--- config.mk ---
export PLATFORM = sky130hd
export DESIGN_NAME = cgr_fifo
export DESIGN_NICKNAME = d
export VERILOG_FILES = /design/src/hw/rtl/color_gradient_ramp_defines.svh /design/src/hw/rtl/cgr_pkg.sv /design/src/hw/rtl/cgr_fifo.sv
export SDC_FILE = /design/constraint.sdc
export NUM_CORES = 1
export LEC_CHECK = 0
export BUFFER_PORTS_ARGS = -buffer_cell sky130_fd_sc_hd__buf_4
export CAP_MARGIN = 20
export CORE_MARGIN = 3
export CORE_UTILIZATION = 57
export DETAILED_ROUTE_END_ITERATION = 8
export GPL_ROUTABILITY_DRIVEN = 0
export PLACE_DENSITY = 0.79
export REMOVE_ABC_BUFFERS = 1
export SYNTH_ARGS = -nofsm -noshare
export SYNTH_HDL_FRONTEND = slang
export SYNTH_SLANG_ARGS = --single-unit
--- constraint.sdc ---
create_clock -name clk -period 4.1 [get_ports clk]
set_input_delay 0 -clock clk [delete_from_list [all_inputs] [get_ports clk]]
set_output_delay 0 -clock clk [all_outputs]
set_load 0.01 [all_outputs]
--- src/hw/rtl/color_gradient_ramp_defines.svh ---
// Assertion helpers for the colour gradient ramp.
`ifndef COLOR_GRADIENT_RAMP_DEFINES_SVH
`define COLOR_GRADIENT_RAMP_DEFINES_SVH

// Same-cycle implication, disabled during reset.
`define CGR_ASSERT_NOW(label, ck, rn, ante, cons, msg) \
    label: assert property (@(posedge ck) disable iff (!rn) (ante) |-> (cons)) else $error(msg);

// Next-cycle implication, disabled during reset.
`define CGR_ASSERT_NEXT(label, ck, rn, ante, cons, msg) \
    label: assert property (@(posedge ck) disable iff (!rn) (ante) |=> (cons)) else $error(msg);

`endif

--- src/hw/rtl/cgr_pkg.sv ---
`timescale 1ns / 1ps

package cgr_pkg;

    localparam logic [1:0] ACT_EVAL = 2'd0;
    localparam logic [1:0] ACT_LOAD = 2'd1;
    localparam logic [1:0] ACT_INIT = 2'd2;

    // blend factor source
    localparam logic [1:0] FK_ZERO = 2'd0;
    localparam logic [1:0] FK_ONE  = 2'd1;
    localparam logic [1:0] FK_DIV  = 2'd2;

    localparam int QDEPTH = 4;
    localparam int QPW    = 2;
    localparam int QCW    = 3;

    localparam int STOP_W = 48;

    typedef struct packed {
        logic [2:0]  seg;
        logic        upd;
        logic [1:0]  kind;
        logic [15:0] num;
        logic [15:0] den;
        logic [31:0] c0;
        logic [31:0] c1;
    } job_t;

    typedef struct packed {
        logic       push;
    } q_stat_t;

endpackage

--- src/hw/rtl/cgr_fifo.sv ---
`timescale 1ns / 1ps

module cgr_fifo (
    input  logic                    clk,
    input  logic                    rst_n,
    input  cgr_pkg::q_stat_t        wr,
    input  cgr_pkg::job_t           wr_job,
    input  logic                    pop,
    output logic                    rd_valid,
    output cgr_pkg::job_t           rd_job,
    output logic [cgr_pkg::QCW-1:0] count
);
    cgr_pkg::job_t mem [cgr_pkg::QDEPTH];
    logic [cgr_pkg::QPW-1:0] wr_ptr_reg, rd_ptr_reg;
    logic [cgr_pkg::QCW-1:0] count_reg, count_next;
    logic do_pop;

    assign rd_valid = (count_reg != '0);
    assign rd_job   = mem[rd_ptr_reg];
    assign count    = count_reg;
    assign do_pop   = pop && rd_valid;

    always_comb
    begin
        count_next = count_reg + {{(cgr_pkg::QCW-1){1'b0}}, wr.push}
                               - {{(cgr_pkg::QCW-1){1'b0}}, do_pop};
    end

    always_ff @(posedge clk or negedge rst_n)
    begin
        if (!rst_n)
        begin
            wr_ptr_reg <= '0;
            rd_ptr_reg <= '0;
            count_reg  <= '0;
        end
        else
        begin
            if (wr.push)
            begin
                wr_ptr_reg <= wr_ptr_reg + 1'b1;
            end
            if (do_pop)
            begin
                rd_ptr_reg <= rd_ptr_reg + 1'b1;
            end
            count_reg <= count_next;
        end
    end

    always_ff @(posedge clk)
    begin
        if (wr.push)
        begin
            mem[wr_ptr_reg] <= wr_job;
        end
    end
endmodule

# After elaboration in Yosys (flattened, before gate mapping)

Memories as Yosys holds them, arrays and structs flattened.
Index checks and enable logic that the tools add are counted.

Bits in registers: 7
RAM bits: 408
Input bits: 106
Output and inout port bits: 106
Logic and storage cells: 12
Memories: 1

Add/subtract/negate cells: 4
Muxes and demuxes: 2
Reduce and logical (&&, ||, !) cells: 2

Memory list:

| memory | depth | width | rd ports | clocked after memory_dff | wr ports | line           | source |
|---|---|---|---|---|---|---|---|
| mem    | 4     | 102   | 1        | 0                        | 1        | cgr_fifo.sv:13 | `cgr_pkg::job_t mem [cgr_pkg::QDEPTH];` |

Operator list:

| cell                | count |
|---|---|
| $add 2x1->2 const B | 2 |
| $add 3x1->3         | 1 |
| $reduce_bool 3->1   | 1 |
| $sub 3x1->3         | 1 |
| $mux 1              | 2 |
| $logic_and 1x1->1   | 1 |

# Logic depth before layout (Yosys ltp)

Word-level depth: 3
Gate-level depth with buffers: 7
Depth with buffers taken out: 7

# Least setup slack after synthesis

No wires, ideal clock.

Path type: register -> register
From: register wr_ptr_reg[0] (netlist name)
To: memory mem[0][0] (netlist name), enable pin
Library setup time: 0.472 ns
Arrival time: 2.976 ns
Required time: 3.628 ns
Slack: 0.651 ns
Cell stages (with the launch flop): 4
Path buffers: 0
Period minus slack after synthesis: 3.449 ns
Cell sequence: dfrtp_1 > inv_1 > ha_1 > and2_1

RTL lines:

| item                   | line           | source |
|---|---|---|
| start, declared        | cgr_fifo.sv:14 | `logic [cgr_pkg::QPW-1:0] wr_ptr_reg, rd_ptr_reg;` |
| start signal, assigned | cgr_fifo.sv:41 | `wr_ptr_reg <= wr_ptr_reg + 1'b1;` |
| end, declared          | cgr_fifo.sv:13 |  |

No word-level cell before the write port.

==> results.sh <==
export IMPL_wirelength_um=30210
export IMPL_drv_slew=0
export IMPL_drive_above_1_share=0.4103
export IMPL_final_antenna_net_count=0
export IMPL_postCtsSetupBuffers=0
export IMPL_die_h_um=169.1
export IMPL_whs_path_depth=2
export IMPL_pre_cts_ws_ns=1.746
export IMPL_rrSetupSlack_ns=1.76
export IMPL_hpwlAfterDp_um=16970
export IMPL_synth_most_common_cell="edfxtp_1"
export IMPL_antenna_found_initial=3
export IMPL_synth_area_mux_share=0.1514
export IMPL_fmax_mhz=364.1
export IMPL_hold_viol_final=0
export IMPL_rows=59
export IMPL_drc=0
export IMPL_tightest_slew_ns=1.015
export IMPL_synth_top_area_cell="edfxtp_1"
export IMPL_hold_path_class="primary input to flip-flop"
export IMPL_layoutNonFillerInstCount=1287
export IMPL_ys_types=21
export IMPL_placed_cells=1101
export IMPL_ys_seq_elements=415
export IMPL_syn_area_sq_um=15170
export IMPL_tns_ns=0
export IMPL_clk_latency_ns=0.52
export IMPL_clockRootBuffer="clkbuf_16"
export IMPL_nFillCells=1395
export IMPL_initial_utilization=0.5805
export IMPL_yosys_area_share_xor_xnor=0.002887
export IMPL_ir_worst_vdd_mv=0.6193
export IMPL_yosys_top_cells_area="edfxtp_1 (81%), mux4_2 (15%), dfrtp_1 (1.2%)"
export IMPL_grt_max_degree=69
export IMPL_startpoint_type="flip-flop"
export IMPL_cts_repair_resized=0
export IMPL_clk_path_buf_depth=3
export IMPL_ys_seq_area_frac=0.8191
export IMPL_firstDrtPassIters=5
export IMPL_synth_top_family_by_area="multiplexers"
export IMPL_rsz0062_at_grt="false"
export IMPL_power_density_nw_per_um2=705.2
export IMPL_post_drt_wl_per_cell_um=23.47
export IMPL_r2r_end="mem[0][67]"
export IMPL_synth_compound_area_frac=0.001485
export IMPL_clk_pin_slew_ns=0.06
export IMPL_grt_pass1_vias=7961
export IMPL_place_area_sq_um=17120
export IMPL_setup_violations=0
export IMPL_setup_slack_ns=1.354
export IMPL_cts_tree="done"
export IMPL_viasPerCell=5.628
export IMPL_coreArea_sq_um=26130
export IMPL_track_usage=0.2149
export IMPL_timing_slew_headroom=0.3235
export IMPL_post_route_cell_area_sq_um=19570
export IMPL_die_width_um=169.1
export IMPL_yosysTopAreaCellShare=0.8076
export IMPL_grt_overflow_total=0
export IMPL_postSynth_asyncResetShare=0.01687
export IMPL_crit_required_ns=4.10
export IMPL_outcome="finished clean"
export IMPL_worstPathMaxFanout=39
export IMPL_cap_violations=0
export IMPL_largest_reg_flops=408
export IMPL_grt_pass1_wl_um=46200
export IMPL_hold_ws_ns=0.2161
export IMPL_worstHoldEndpoint="mem[0][75]"
export IMPL_synth_edff_count=408
export IMPL_worstSetupEndpointType="primary output"
export IMPL_yosysWarnings=0
export IMPL_p_leak_nw=6.805
export IMPL_syn_area_per_cell_sq_um=26.76
export IMPL_cts_buffers=41
export IMPL_min_period_over_period=0.6699
export IMPL_synth_ff_type="edfxtp_1"
export IMPL_clock_skew_ns=0.009506
export IMPL_first_iter_violations=619
export IMPL_nets=1028
export IMPL_ios=212
export IMPL_syn2layout_area_growth_pct=29.00
export IMPL_cts_hold_fix_buffers=106
export IMPL_timing_rr_start="wr_ptr_reg[0]"
export IMPL_synthAdderAreaFrac=0.006268
export IMPL_clock_sinks=415
export IMPL_synth_cells=567
export IMPL_yosys_area_share_simple=0.002309
export IMPL_ctsHtreeMaxLevel=2
export IMPL_hp_start="wr_job[75]"
export IMPL_io_buffers=211
export IMPL_die_area_sq_um=28610
export IMPL_worstPathArrival_ns=2.75
export IMPL_vias=7243
export IMPL_r2r_cells=4
export IMPL_fin_crit_ns=2.746
export IMPL_ys_top_cells_by_count="edfxtp_1 (408), mux4_2 (102), buf_2 (8)"
export IMPL_path_class="flip-flop to primary output"
cell families (layout without fill, tap and decap cells):
group                    count (synthesis)  count (layout)
XOR/XNOR                                 5               5
adder cells (fa/ha/maj)                  7               7
other                                    0               4
buffers and inverters                   29             410
flip-flops                             415             415
multiplexers                           102             102
AO/OA/AOI/OAI                            3               3
AND/OR/NAND/NOR                          6               6
worst max path at each step:
stage               slack [ns]             to  cells after the start          start
finish                    1.35     rd_job[50]                      3  rd_ptr_reg[0]
detailed placement        1.75     mem[0][43]                      4  wr_ptr_reg[0]
global route              1.11     rd_job[50]                      3  rd_ptr_reg[0]
floorplan                -1.09  rd_ptr_reg[1]                      2  rd_ptr_reg[0]
global placement          1.81     mem[0][72]                      4  wr_ptr_reg[0]
CTS                       1.25     rd_job[50]                      3  rd_ptr_reg[0]
per-stage QoR:
step,power (mW),util
after detailed placement,10.06,0.6550
final,13.80,0.7489
after global routing,14.41,0.7488
after floorplan,8.353,-
after CTS,13.91,0.7485
after global placement,9.893,0.6539
cells in the final DEF, fill, tap and decap left out, types with 6 or more instances in the layout:
cell type      instances
edfxtp_1             408
buf_4                217
dlygate4sd3_1        106
mux4_2               102
clkbuf_16             43
clkinv_1              13
inv_1                  6
ha_1                   6
bufinv_16              6
clkinv_2               6
critical path: stages (launching register included):
cell	delay (ns)
dfrtp_4	0.95
buf_4	0.50
mux4_2	0.59
buf_4	0.17
area by class of cell:
| type | count | area [sq um] | share of cell area |
|---|---|---|---|
| sequential | 415 | 12430 | 0.6354 |
| inverter | 6 | 22.52 | 0.001151 |
| clock inverter | 29 | 291.5 | 0.01490 |
| clock buffer | 47 | 1091 | 0.05575 |
| multi-input combinational | 123 | 2504 | 0.1279 |
| antenna | 4 | 10.01 | 0.0005115 |
| timing repair buffer | 328 | 2798 | 0.1430 |
| tap | 335 | 419.2 | 0.02142 |
per-layer routing:
layer  track usage  wire [um]  vias to the layer above
met4       0.07610        904                        0
met3       0.04635       1983                       62
met1        0.2807      11540                     3731
met2        0.3654      15780                      299
li1              -          -                     3151
met5             0          0                        -
report_power, final:
group | internal [mW] | switching, mW
Clock | 2.29 | 1.48
Sequential | 5.56 | 0.412
Combinational | 2.14 | 1.92
(Power assumes the default switching activity.)
