<file path="src/hw/rtl/color_gradient_ramp_defines.svh">
// Assertion helpers for the colour gradient ramp.
`ifndef COLOR_GRADIENT_RAMP_DEFINES_SVH
`define COLOR_GRADIENT_RAMP_DEFINES_SVH

// Same-cycle implication, disabled during reset.
`define CGR_ASSERT_NOW(label, ck, rn, ante, cons, msg) \
    label: assert property (@(posedge ck) disable iff (!rn) (ante) |-> (cons)) else $error(msg);

// Next-cycle implication, disabled during reset.
`define CGR_ASSERT_NEXT(label, ck, rn, ante, cons, msg) \
    label: assert property (@(posedge ck) disable iff (!rn) (ante) |=> (cons)) else $error(msg);

`endif

</file>
<file path="src/hw/rtl/cgr_pkg.sv">
`timescale 1ns / 1ps

package cgr_pkg;

    localparam logic [1:0] ACT_EVAL = 2'd0;
    localparam logic [1:0] ACT_LOAD = 2'd1;
    localparam logic [1:0] ACT_INIT = 2'd2;

    // blend factor source
    localparam logic [1:0] FK_ZERO = 2'd0;
    localparam logic [1:0] FK_ONE  = 2'd1;
    localparam logic [1:0] FK_DIV  = 2'd2;

    localparam int QDEPTH = 4;
    localparam int QPW    = 2;
    localparam int QCW    = 3;

    localparam int STOP_W = 48;

    typedef struct packed {
        logic [2:0]  seg;
        logic        upd;
        logic [1:0]  kind;
        logic [15:0] num;
        logic [15:0] den;
        logic [31:0] c0;
        logic [31:0] c1;
    } job_t;

    typedef struct packed {
        logic       push;
    } q_stat_t;

endpackage

</file>
<file path="src/hw/rtl/cgr_ram.sv">
`timescale 1ns / 1ps

module cgr_ram #(
    parameter int WIDTH = 48,
    parameter int DEPTH = 8
) (
    input  logic                              clk,
    input  logic                              we,
    input  logic [(DEPTH>1?$clog2(DEPTH):1)-1:0] waddr,
    input  logic [WIDTH-1:0]                  wdata,
    input  logic [(DEPTH>1?$clog2(DEPTH):1)-1:0] raddr,
    output logic [WIDTH-1:0]                  rdata
);
    logic [WIDTH-1:0] mem [DEPTH];

    always_ff @(posedge clk)
    begin
        if (we)
        begin
            mem[waddr] <= wdata;
        end
        rdata <= mem[raddr];
    end
endmodule

</file>
<file path="src/hw/rtl/cgr_front.sv">
`timescale 1ns / 1ps

module cgr_front #(
    parameter int MAX_STOPS = 8
) (
    input  logic                 clk,
    input  logic                 rst_n,
    input  logic                 in_valid,
    output logic                 in_stall,
    input  logic [1:0]           action,
    input  logic [2:0]           entry_index,
    input  logic [15:0]          key_percent,
    input  logic [2:0]           current_segment,
    input  logic [7:0]           red_in,
    input  logic [7:0]           green_in,
    input  logic [7:0]           blue_in,
    input  logic [7:0]           alpha_in,
    input  logic [3:0]           stop_count,
    input  logic [cgr_pkg::QCW-1:0] q_count,
    output logic                 q_push,
    output cgr_pkg::job_t        q_job
);
    localparam int IW = (MAX_STOPS > 1) ? $clog2(MAX_STOPS) : 1;
    localparam int CW = $clog2(MAX_STOPS + 1);

    logic accept;
    logic we;
    logic [2:0] seg_sel;
    logic [3:0] seg4;
    logic [IW-1:0] addr_a, addr_b, addr_c, waddr;
    logic [cgr_pkg::STOP_W-1:0] wdata, d_a, d_b, d_c;

    logic        s1_valid_reg, s1_valid_next;
    logic        s1_init_reg;
    logic [15:0] s1_age_reg;
    logic [2:0]  s1_seg_reg;

    assign in_stall = ({1'b0, q_count} + {{cgr_pkg::QCW{1'b0}}, s1_valid_reg})
                      >= (cgr_pkg::QCW+1)'(cgr_pkg::QDEPTH);
    assign accept = in_valid && !in_stall;
    assign we     = accept && (action == cgr_pkg::ACT_LOAD) && (32'(entry_index) < MAX_STOPS);
    assign waddr  = IW'(entry_index);
    assign wdata  = {key_percent, red_in, green_in, blue_in, alpha_in};

    assign seg_sel = (action == cgr_pkg::ACT_INIT) ? 3'd0 : current_segment;
    assign seg4    = {1'b0, seg_sel};
    assign addr_a  = IW'(seg4);
    assign addr_b  = IW'(seg4 + 4'd1);
    assign addr_c  = IW'(seg4 + 4'd2);

    cgr_ram #(.WIDTH(cgr_pkg::STOP_W), .DEPTH(MAX_STOPS)) u_ram_a (
        .clk(clk), .we(we), .waddr(waddr), .wdata(wdata), .raddr(addr_a), .rdata(d_a)
    );
    cgr_ram #(.WIDTH(cgr_pkg::STOP_W), .DEPTH(MAX_STOPS)) u_ram_b (
        .clk(clk), .we(we), .waddr(waddr), .wdata(wdata), .raddr(addr_b), .rdata(d_b)
    );
    cgr_ram #(.WIDTH(cgr_pkg::STOP_W), .DEPTH(MAX_STOPS)) u_ram_c (
        .clk(clk), .we(we), .waddr(waddr), .wdata(wdata), .raddr(addr_c), .rdata(d_c)
    );

    assign s1_valid_next = accept && ((action == cgr_pkg::ACT_EVAL) ||
                                      (action == cgr_pkg::ACT_INIT));

    always_ff @(posedge clk or negedge rst_n)
    begin
        if (!rst_n)
        begin
            s1_valid_reg <= 1'b0;
        end
        else
        begin
            s1_valid_reg <= s1_valid_next;
        end
    end

    always_ff @(posedge clk)
    begin
        if (accept)
        begin
            s1_init_reg <= (action == cgr_pkg::ACT_INIT);
            s1_age_reg  <= key_percent;
            s1_seg_reg  <= current_segment;
        end
    end

    // classification
    logic [CW-1:0] n, last;
    logic [15:0] ka, kb, kc, k0, k1;
    logic adv;
    logic [3:0] s2;

    assign ka = d_a[47:32];
    assign kb = d_b[47:32];
    assign kc = d_c[47:32];

    always_comb
    begin
        if (stop_count == 4'd0)
        begin
            n = CW'(1);
        end
        else if (32'(stop_count) > MAX_STOPS)
        begin
            n = CW'(MAX_STOPS);
        end
        else
        begin
            n = CW'(stop_count);
        end
        last = n - CW'(1);

        adv = (s1_age_reg >= kb);
        s2  = {1'b0, s1_seg_reg} + {3'b0, adv};
        k0  = adv ? kb : ka;
        k1  = adv ? kc : kb;

        q_job.seg  = s1_seg_reg;
        q_job.upd  = 1'b0;
        q_job.kind = cgr_pkg::FK_ZERO;
        q_job.num  = s1_age_reg - k0;
        q_job.den  = k1 - k0;
        q_job.c0   = 32'd0;
        q_job.c1   = 32'd0;

        if (s1_init_reg)
        begin
            q_job.seg = 3'd0;
            q_job.upd = 1'b1;
            q_job.c0  = d_a[31:0];
        end
        else if ((32'(s1_seg_reg) >= 32'(last)) || (s1_age_reg <= ka))
        begin
            q_job.seg = s1_seg_reg;
        end
        else if (32'(s2) >= 32'(last))
        begin
            q_job.seg = s2[2:0];
            q_job.upd = 1'b1;
            q_job.c0  = adv ? d_b[31:0] : d_a[31:0];
        end
        else
        begin
            q_job.seg = s2[2:0];
            q_job.upd = 1'b1;
            q_job.c0  = adv ? d_b[31:0] : d_a[31:0];
            q_job.c1  = adv ? d_c[31:0] : d_b[31:0];
            if (k1 == k0)
            begin
                q_job.kind = cgr_pkg::FK_ONE;
            end
            else if (k1 < k0)
            begin
                q_job.kind = cgr_pkg::FK_ZERO;
            end
            else if ((s1_age_reg - k0) >= (k1 - k0))
            begin
                q_job.kind = cgr_pkg::FK_ONE;
            end
            else
            begin
                q_job.kind = cgr_pkg::FK_DIV;
            end
        end
    end

    assign q_push = s1_valid_reg;
endmodule

</file>
<file path="config.mk">
export PLATFORM = sky130hd
export DESIGN_NAME = cgr_front
export DESIGN_NICKNAME = d
export VERILOG_FILES = /design/src/hw/rtl/color_gradient_ramp_defines.svh /design/src/hw/rtl/cgr_pkg.sv /design/src/hw/rtl/cgr_ram.sv /design/src/hw/rtl/cgr_front.sv
export SDC_FILE = /design/constraint.sdc
export NUM_CORES = 1
export LEC_CHECK = 0
export BUFFER_PORTS_ARGS = -buffer_cell sky130_fd_sc_hd__buf_2
export CAP_MARGIN = 20
export CORE_ASPECT_RATIO = 0.8
export CORE_MARGIN = 4
export CORE_UTILIZATION = 35
export DETAILED_ROUTE_END_ITERATION = 12
export GPL_ROUTABILITY_DRIVEN = 0
export SLEW_MARGIN = 20
export SYNTH_ARGS = -nofsm -noshare
export SYNTH_HDL_FRONTEND = slang
export SYNTH_SLANG_ARGS = --single-unit
</file>
<file path="constraint.sdc">
create_clock -name clk -period 7.55 [get_ports clk]
set_input_delay 0.3775 -clock clk [delete_from_list [all_inputs] [get_ports clk]]
set_output_delay 0.3775 -clock clk [all_outputs]
set_load 0.005 [all_outputs]
</file>
Word level (Yosys, flattened, before mapping) --
Memories as Yosys holds them, arrays and structs flattened. A register that Yosys moved wholly into a read port is not among the register bits. Cells that the tools add are included.
Operators by class: eq/ne operators 3, reduce and logical (&&, ||, !) cells 8, add/subtract/negate cells 7, mux-type cells 21, order comparisons 8
Operators by type and width (number):
- $mux 32 | 5
- $mux 64 | 1
- $ge 16x16->1 | 2
- $mux 16 | 2
- $sub 16x16->16 | 2
- $eq 16x16->1 | 1
- $le 16x16->1 | 1
- $lt 16x16->1 | 1
- $mux 4 | 3
- $mux 2 | 5
- $mux 3 | 3
- $add 3x1->4 | 2
- $ge 3x4->1 | 1
- $ge 4x3->1 const B | 1
- $ge 4x4->1 | 1
- $gt 4x4->1 const B | 1
- $logic_not 4->1 | 1
- $sub 4x1->4 const B | 1
- $add 3x1->3 const B | 1
- $add 3x2->3 const B | 1
- $logic_and 1x1->1 | 3
- $eq 2x1->1 const B | 1
- $eq 2x2->1 const B | 1
- $logic_not 2->1 | 1
- other kinds (3) | 5
Word-level totals: register bits after elaboration 21, input bits 66, RAM bits 1152, memories kept 3, output and inout port bits 104
Memories:
- u_ram_a.mem | depth 8, bits a word 48, read ports 1, clocked after Yosys merged registers in 1, write ports 1, line cgr_ram.sv:14 | logic [WIDTH-1:0] mem [DEPTH];
- u_ram_b.mem | depth 8, bits a word 48, read ports 1, clocked after Yosys merged registers in 1, write ports 1, line cgr_ram.sv:14
- u_ram_c.mem | depth 8, bits a word 48, read ports 1, clocked after Yosys merged registers in 1, write ports 1, line cgr_ram.sv:14

Logic depth before layout (Yosys ltp) --
Gate-level depths: netlist of run 1.
word-level depth 10, gate-level depth with buffers 30, depth with buffers taken out 29

Cells and area by module --
A second synthesis of run 1 with hierarchy kept.
Unflattened totals: cells, all modules 2550, area, all modules 51941.1 sq um
By module, submodules not included:
- cgr_ram | instances 3, area an instance 15620.0 sq um, cells an instance 616
- cgr_front | instances 1, area an instance 5081.1 sq um, cells an instance 702

Worst setup path before layout of run 1 --
OpenSTA, ideal clock, no wires.
path kind register to output, start reg s1_age_reg[0], end out q_job[97] (netlist bit), data required time 7.173 ns, cell stages (with the launch flop) 31, data arrival time 5.929 ns, path slack 1.244 ns, path through edfxtp_1 > inv_1 > ha_1 > nand2b_1 > a2111o_1 > a31o_2 > nor2_2 > clkbuf_1 > clkbuf_1 > nand2_1 > nand2_1 > ha_1 > inv_1 > ha_1 > a21oi_1 > maj3_1 > o2111a_1 > o32ai_1 > a31oi_1 > o21ai_0 > o41ai_1 > o21ai_0 > a21oi_1 > xnor2_1 > ha_1 > a21o_1 > a21o_1 > nor3_1 > o21ai_0 > nand2_1 > and4b_1
RTL lines:
- start: declaration | line cgr_front.sv:35 | logic [15:0] s1_age_reg;
- start signal: assignment | line cgr_front.sv:81 | s1_age_reg <= key_percent;
- end: declaration | line cgr_front.sv:21 | output cgr_pkg::job_t q_job

==> flow_summary.toml, run 1 <==
[outcome]
status = "completed"

[worst_setup_path]
start_kind = "flip-flop"
crit_path_top_delay_cell = "fa_1"
r2r-start = "q_push$_DFF_PN0_"
crit_required_ns = 7.17
critPathTopFamily = "compound AO/OA/AOI/OAI gates"
cp_common_cell = "ha_1"
crit_arrival_ns = 6.68
path_buf_inv = 4
r2r_cells = 6
worst-path-max-fanout = 11
end_kind = "output pin"
cp.depth = 26
critPathKind = "reg -> out"
cp-startpoint = "u_ram_b.rdata[34]$_DFF_P_"
cpPeakStageDelay_ns = 0.51

[power]
p_seq_frac = 0.409
power_switching_mw = 2.491
p_comb_frac = 0.266
p_leak_nw = 11.39
internal-power_mw = 5.852
p_clk_frac = 0.325
power.density_nw_per_um2 = 264.3
vdd_drop_max_uv = 149.7
p_sw_frac = 0.2986

[placed_design]
port_buffers = 169
dp.cells = 3027
hpwl_mm = 46.24

[sta]
setup_viol = 0
finalHoldViolations = 0
clock_skew_ns = 0.02780
fin_crit_sh = 0.9350
slew_headroom = 0.2519
fmax_mhz = 141.7
final.min_clock_period_ns = 7.059
rsz0062_at_grt = "no"
setup_tns_ns = 0
worst_pin_slew_ns = 1.122
slew_violations = 0

[drt]
drt-wirelength-per-cell_um = 24.84
routed_wl_mm = 78.42
antenna_left = 0
avgViaCountPerCell = 5.742
dr.pass1.iters = 5
vias = 18130
drc = 0
drt_iter0_drc = 1608

[yosys]
synth_area_leader_cell = "edfxtp_1"
synthTopCellsByArea = "edfxtp_1 (44%), mux4_2 (16%), dfxtp_1 (10%)"
syn_area_per_cell_um2 = 14.24
yosysWarnings = 0
synth_edf_count = 404
synth_flop_cell = "edfxtp_1"
yosysUniqueCellTypes = 66
netlist_area_um2 = 27460
async_flop_share = 0.001821
ys_ff_latch = 549
synth.top_cell.area_share = 0.4419
syn_inst = 1928
synth_nets = 2078
ys_seq_area_frac = 0.5478

[finish]
multi_input_area_um2 = 11830
fillers = 7120
final-seq-area_um2 = 15040
instances_no_fill = 3157
area.growth.synth_to_final_pct = 14.97
top_regs = "u_ram_b.mem: 288 flops, u_ram_c.mem: 96 flops"
nets = 2234
largest_reg_flops = 288
drive_above_1_share = 0.2659
top_register = "u_ram_b.mem"

[global_routing]
antenna_found_initial = 7
overflow = 0
grt_max_degree = 115
grt_busiest_layer = "met2"
grt_util_met1 = 0.2624
use_met3 = 0.03873
grt_first_pass_wirelength_mm = 116.1
grt_util_all_layers = 0.1844
grt_use_met2 = 0.2915
grt_pass1_vias = 18440

[hold_path]
hp-class = "in -> reg"
whs_path_depth = 1
hp-start = "alpha_in[6]"

[clocking]
clock_path_buffers = 3
worstSkewPairLatency_ns = 0.62
htree_levels = 2
cts-root-buf = "clkbuf_16"
numCtsBuffers = 56
clk_pin_slew_ns = 0.06
cts_tree = "done"
clock-sinks = 549
cts_setup_buffers = 0

[run]
maxCapViolCount = 0

[die]
dieHeight_um = 258.5
start_util = 0.3546
die_area_um2 = 83020
io_pins = 170
core_um2 = 77420
die_x_um = 321.1
rows = 91
==> layout make-up <==
| type | count | share of cell area |
|---|---|---|
| antenna | 2 | 0.0001585 |
| clock buffer | 79 | 0.04935 |
| clock inverter | 27 | 0.007491 |
| inverter | 68 | 0.008324 |
| multi-input combinational | 1184 | 0.3749 |
| sequential | 549 | 0.4764 |
| tap | 1023 | 0.04055 |
| timing repair buffer | 225 | 0.04281 |
==> path summary, 6_finish.rpt <==
check | to | slack [ns]
max in group asynchronous | q_push$_DFF_PN0_ | 7.41
min | u_ram_b.mem[2][6]$_DFFE_PP_ | 0.04
min in group asynchronous | q_push$_DFF_PN0_ | 0.06
max reg2reg | u_ram_b.mem[1][46]$_DFFE_PP_ | 4.70
max | q_job[97] | 0.49
min reg2reg | u_ram_a.rdata[37]$_DFF_P_ | 0.53
==> metrics by stage <==
| step | instance area, um^2 | util | setup WS, ns | power, mW | hold WS, ns |
|---|---|---|---|---|---|
| after detailed placement | 29510 | 0.3811 | 0.8987 | 5.680 | 0.1536 |
| after CTS | 31510 | 0.4070 | 0.2127 | 8.404 | 0.003085 |
| after floorplan | 27460 | - | 1.244 | 4.946 | 0.08191 |
| final | 31570 | 0.4077 | 0.4911 | 8.344 | 0.03980 |
| after global placement | 29510 | 0.3811 | 1.044 | 5.646 | 0.1539 |
| after global routing | 31570 | 0.4077 | 0.003791 | 8.792 | 0.02916 |
==> metal layers <==
metal / vias to the layer above / part of all wire
met1: 9217 / 0.44
met5: - / 0.00042
met4: 6 / 0.017
met3: 107 / 0.087
li1: 7982 / -
met2: 817 / 0.46
==> Yosys cell counts (3+ instances only) <==
library cell	count
a31oi_1	5
o21ai_0	35
mux4_2	192
o221ai_1	48
nor2b_1	10
nand4_1	4
a21oi_1	85
xnor2_1	29
o31ai_1	4
and2_1	51
clkbuf_1	91
a31o_2	3
xor2_1	12
nand2b_1	13
a211oi_1	55
inv_1	64
mux2_2	48
a2111oi_0	3
a21o_1	19
buf_1	36
nand2_1	157
o21a_1	6
edfxtp_1	404
mux2i_1	99
dfxtp_1	144
o21bai_1	4
a221o_1	50
nor3_1	19
nor2_1	57
a22o_1	33
and3_1	7
o31a_1	4
nand3_1	13
ha_1	83
==> repair_timing <==
item / in CTS / in global routing
hold buffers: 21 / 0
gates resized for setup: 0 / 6
endpoints found under the setup margin: 0 / 2
endpoints found under the hold margin: 113 / 0
==> power groups by stage <==
stage	Sequential, mW	Combinational (mW)	Clock (mW)
after CTS	3.41	2.22	2.77
after detailed placement	3.48	2.20	0
final	3.41	2.22	2.71
after global routing	3.42	2.47	2.90
after floorplan	3.46	1.49	0
after global placement	3.47	2.17	0
==> cell families after synthesis <==
kind of cell             share of synthesized area
flip-flops                                  0.5478
other                                    0.0001366
AND/OR/NAND/NOR                            0.05806
AO/OA/AOI/OAI                               0.1018
multiplexers                                0.2133
adder cells (fa/ha/maj)                    0.03928
buffers and inverters                      0.02666
XOR/XNOR                                   0.01308
==> cells in the final DEF, fill, tap and decap left out, drive strengths merged, types with 29 or more instances in the layout <==
cell / count
a211oi: 55
a21oi: 85
a221o: 50
a22o: 33
and2: 51
buf: 204
clkbuf: 79
dfxtp: 144
edfxtp: 404
ha: 83
inv: 66
mux2: 48
mux2i: 99
mux4: 192
nand2: 157
nor2: 58
o21ai: 36
o221ai: 48
xnor2: 29
==> worst register-to-register path, delay by kind of cell (launching register included) <==
family,cells,cell delay [ns]
flip-flops,1,0.38
AO/OA/AOI/OAI,1,0.20
AND/OR/NAND/NOR,4,1.00
buffers and inverters,1,0.81
No activity file was read; power rests on OpenSTA's default activity.
==> run 2, diff against run 1 <==
Settings changed: ABC_AREA from default to 1, CAP_MARGIN 20 to 30.
==> run 2 against run 1 <==
Compared with the run above: utilization decreased by 0.50 points; clock power is 6% higher; via count is 24% higher; sequential share of layout area down 0.35 points; critical path depth up 7; critical path type unchanged; non-clock buffer count fell by 12; hold slack got worse by 0.010 ns; global-route usage rose by 1.0 points; cell area up 0.73%; fmax increased by 4.5%; routed wire length is 7.4% higher; critical endpoint is now q_job[96].
==> flow_summary.toml, run 2 <==
[sta]
worst_pin_slew_ns = 1.016
setup_tns_ns = 0
final.min_clock_period_ns = 6.756
clock_skew_ns = 0.02744
slew_headroom = 0.3230
fmax_mhz = 148.0
setup_viol = 0
slew_violations = 0
finalHoldViolations = 0
rsz0062_at_grt = "no"
setup_ws_ns = 0.7936
fin_crit_sh = 0.8949

[global_routing]
use_met3 = 0.02985
grt_use_met2 = 0.3158
grt_pass1_vias = 21040
antenna_found_initial = 8
overflow = 0
grt_busiest_layer = "met2"
grt_max_degree = 111
grt_util_all_layers = 0.1946
grt_util_met1 = 0.2728
grt_first_pass_wirelength_mm = 126.8

[drt]
vias = 22540
avgViaCountPerCell = 5.356
dr.pass1.iters = 6
drc = 0
drt-wirelength-per-cell_um = 20.02
antenna_left = 0
routed_wl_mm = 84.24
drt_iter0_drc = 2025

[worst_setup_path]
crit_path_top_delay_cell = "a2111oi_0"
worst-path-max-fanout = 45
r2r-end = "u_ram_b.mem[1][22]$_DFFE_PP_"
end_kind = "output pin"
r2r_slack_ns = 4.68
critPathKind = "reg -> out"
crit_required_ns = 7.17
cpPeakStageDelay_ns = 0.64
r2r-start = "q_push$_DFF_PN0_"
start_kind = "flip-flop"
r2r_cells = 6
cp_common_cell = "nand2_1"
crit_arrival_ns = 6.38

[finish]
largest_reg_flops = 288
final_util = 0.4027
area.growth.synth_to_final_pct = 13.69
top_register = "u_ram_b.mem"
nets = 3270
drive_above_1_share = 0.1180
layout_common_cells = "nand2_1 (593), edfxtp_1 (404), o21ai_0 (319)"
final_common_cell = "nand2_1"
top_regs = "u_ram_b.mem: 288 flops, u_ram_c.mem: 96 flops"

[yosys]
yosysUniqueCellTypes = 56
yosysWarnings = 0
ys_ff_latch = 549
synth_commonest_cells = "nand2_1 (596), edfxtp_1 (404), o21ai_0 (319)"
netlist_area_um2 = 27970
ys_seq_area_frac = 0.5377
syn_area_per_cell_um2 = 9.179
syn_inst = 3047
async_flop_share = 0.001821
synth_area_leader_cell = "edfxtp_1"
synth_edf_count = 404
synth.top_cell.area_share = 0.4337
synthTopCellsByArea = "edfxtp_1 (43%), dfxtp_1 (10%), nand2_1 (8.0%)"
synth_flop_cell = "edfxtp_1"
synth_nets = 3197
synth_most_common_cell = "nand2_1"

[clocking]
cts-root-buf = "clkbuf_16"
worstSkewPairLatency_ns = 0.61
clk_pin_slew_ns = 0.06
numCtsBuffers = 57
htree_levels = 2
cts_tree = "done"
clock_path_buffers = 3
post_cts_resized = 0
clock-sinks = 549

[power]
power.density_nw_per_um2 = 281.5
p_leak_nw = 12.85
total_power_mw = 8.951
vdd_drop_max_uv = 158.7

[die]
die_area_um2 = 84530
dieHeight_um = 260.8
die_x_um = 324.1
io_pins = 170
core_um2 = 78970
rows = 92
start_util = 0.3542

[placed_design]
hpwl_mm = 49.79
port_buffers = 169
dp_slack_ns = 1.505

[hold_path]
hp-start = "blue_in[5]"
hp-class = "in -> reg"
min_to = "u_ram_b.mem[0][13]$_DFFE_PP_"
whs_path_depth = 1

[outcome]
status = "completed"

[run]
maxCapViolCount = 0
run 2: changes by cell type after synthesis, sizes merged, moves of 48 or more:
cell / previous run / this run
nand3: 13 / 141
a221o: 50 / 0
inv: 66 / 287
o221ai: 48 / 96
a21oi: 85 / 142
o211ai: 1 / 84
o21ai: 36 / 328
mux4: 192 / 0
clkbuf: 91 / 148
nand2: 157 / 621
nor2: 58 / 256
and2: 51 / 0
run 2: layer usage:
metal,vias up,part of all wire
met4,6,0.019
met1,10730,0.45
li1,10860,-
met2,820,0.46
met5,-,0.00049
met3,123,0.070
run 2: power by group:
group	internal (mW)	switching, mW	leakage, nW
logic	0.929	1.71	7.04
clock network	1.69	1.18	0.945
registers	3.37	0.0624	4.87
run 2: final cells by class:
type	count	area [um^2]
Tap cell	1034	1294
Clock buffer	81	1649
Multi-Input combinational cell	2011	11170
Fill cell	7721	47170
Antenna cell	5	12.51
Timing Repair Buffer	213	1264
Inverter	288	1096
Clock inverter	27	277.8
Sequential cell	549	15040
run 2: critical path, delay by kind of cell, from the launching register on:
kind	cells	cell delay (ns)
adder cells (fa/ha/maj)	3	0.97
buffers and inverters	6	1.02
AO/OA/AOI/OAI	7	1.61
AND/OR/NAND/NOR	17	1.70
flip-flops	1	0.47
run 2: worst max path at each step:
stage,from,to,slack [ns],cells past startpoint
floorplan,s1_age_reg[3]$_DFFE_PP_,q_job[97],2.45,33
global placement,s1_age_reg[3]$_DFFE_PP_,q_job[96],1.69,33
detailed placement,s1_age_reg[3]$_DFFE_PP_,q_job[96],1.50,33
CTS,s1_age_reg[3]$_DFFE_PP_,q_job[96],0.84,33
global route,s1_age_reg[3]$_DFFE_PP_,q_job[96],0.06,33
finish,s1_age_reg[3]$_DFFE_PP_,q_job[96],0.79,33
run 2: kinds of logic after synthesis:
group                    synth area share
buffers and inverters             0.06750
flip-flops                         0.5377
other                           0.0001341
AND/OR/NAND/NOR                    0.1537
XOR/XNOR                         0.006800
adder cells (fa/ha/maj)           0.03785
AO/OA/AOI/OAI                      0.1741
multiplexers                      0.02228
run 2: repair_timing:
action,4_1_cts,5_1_grt
hold endpoints to repair,4,0
hold buffers,4,0
buffers inserted,0,0
endpoints found under the setup margin,0,0
run 2: metrics by stage:
stage	instance area (um^2)	hold WS, ns	std cells
2_1_floorplan	27970	0.08191	3047
5_1_grt	31790	0.01598	4205
3_3_place_gp	29720	0.1536	4086
3_5_place_dp	29760	0.1549	4088
4_1_cts	31730	0.002693	4200
6_report	31800	0.02960	4208
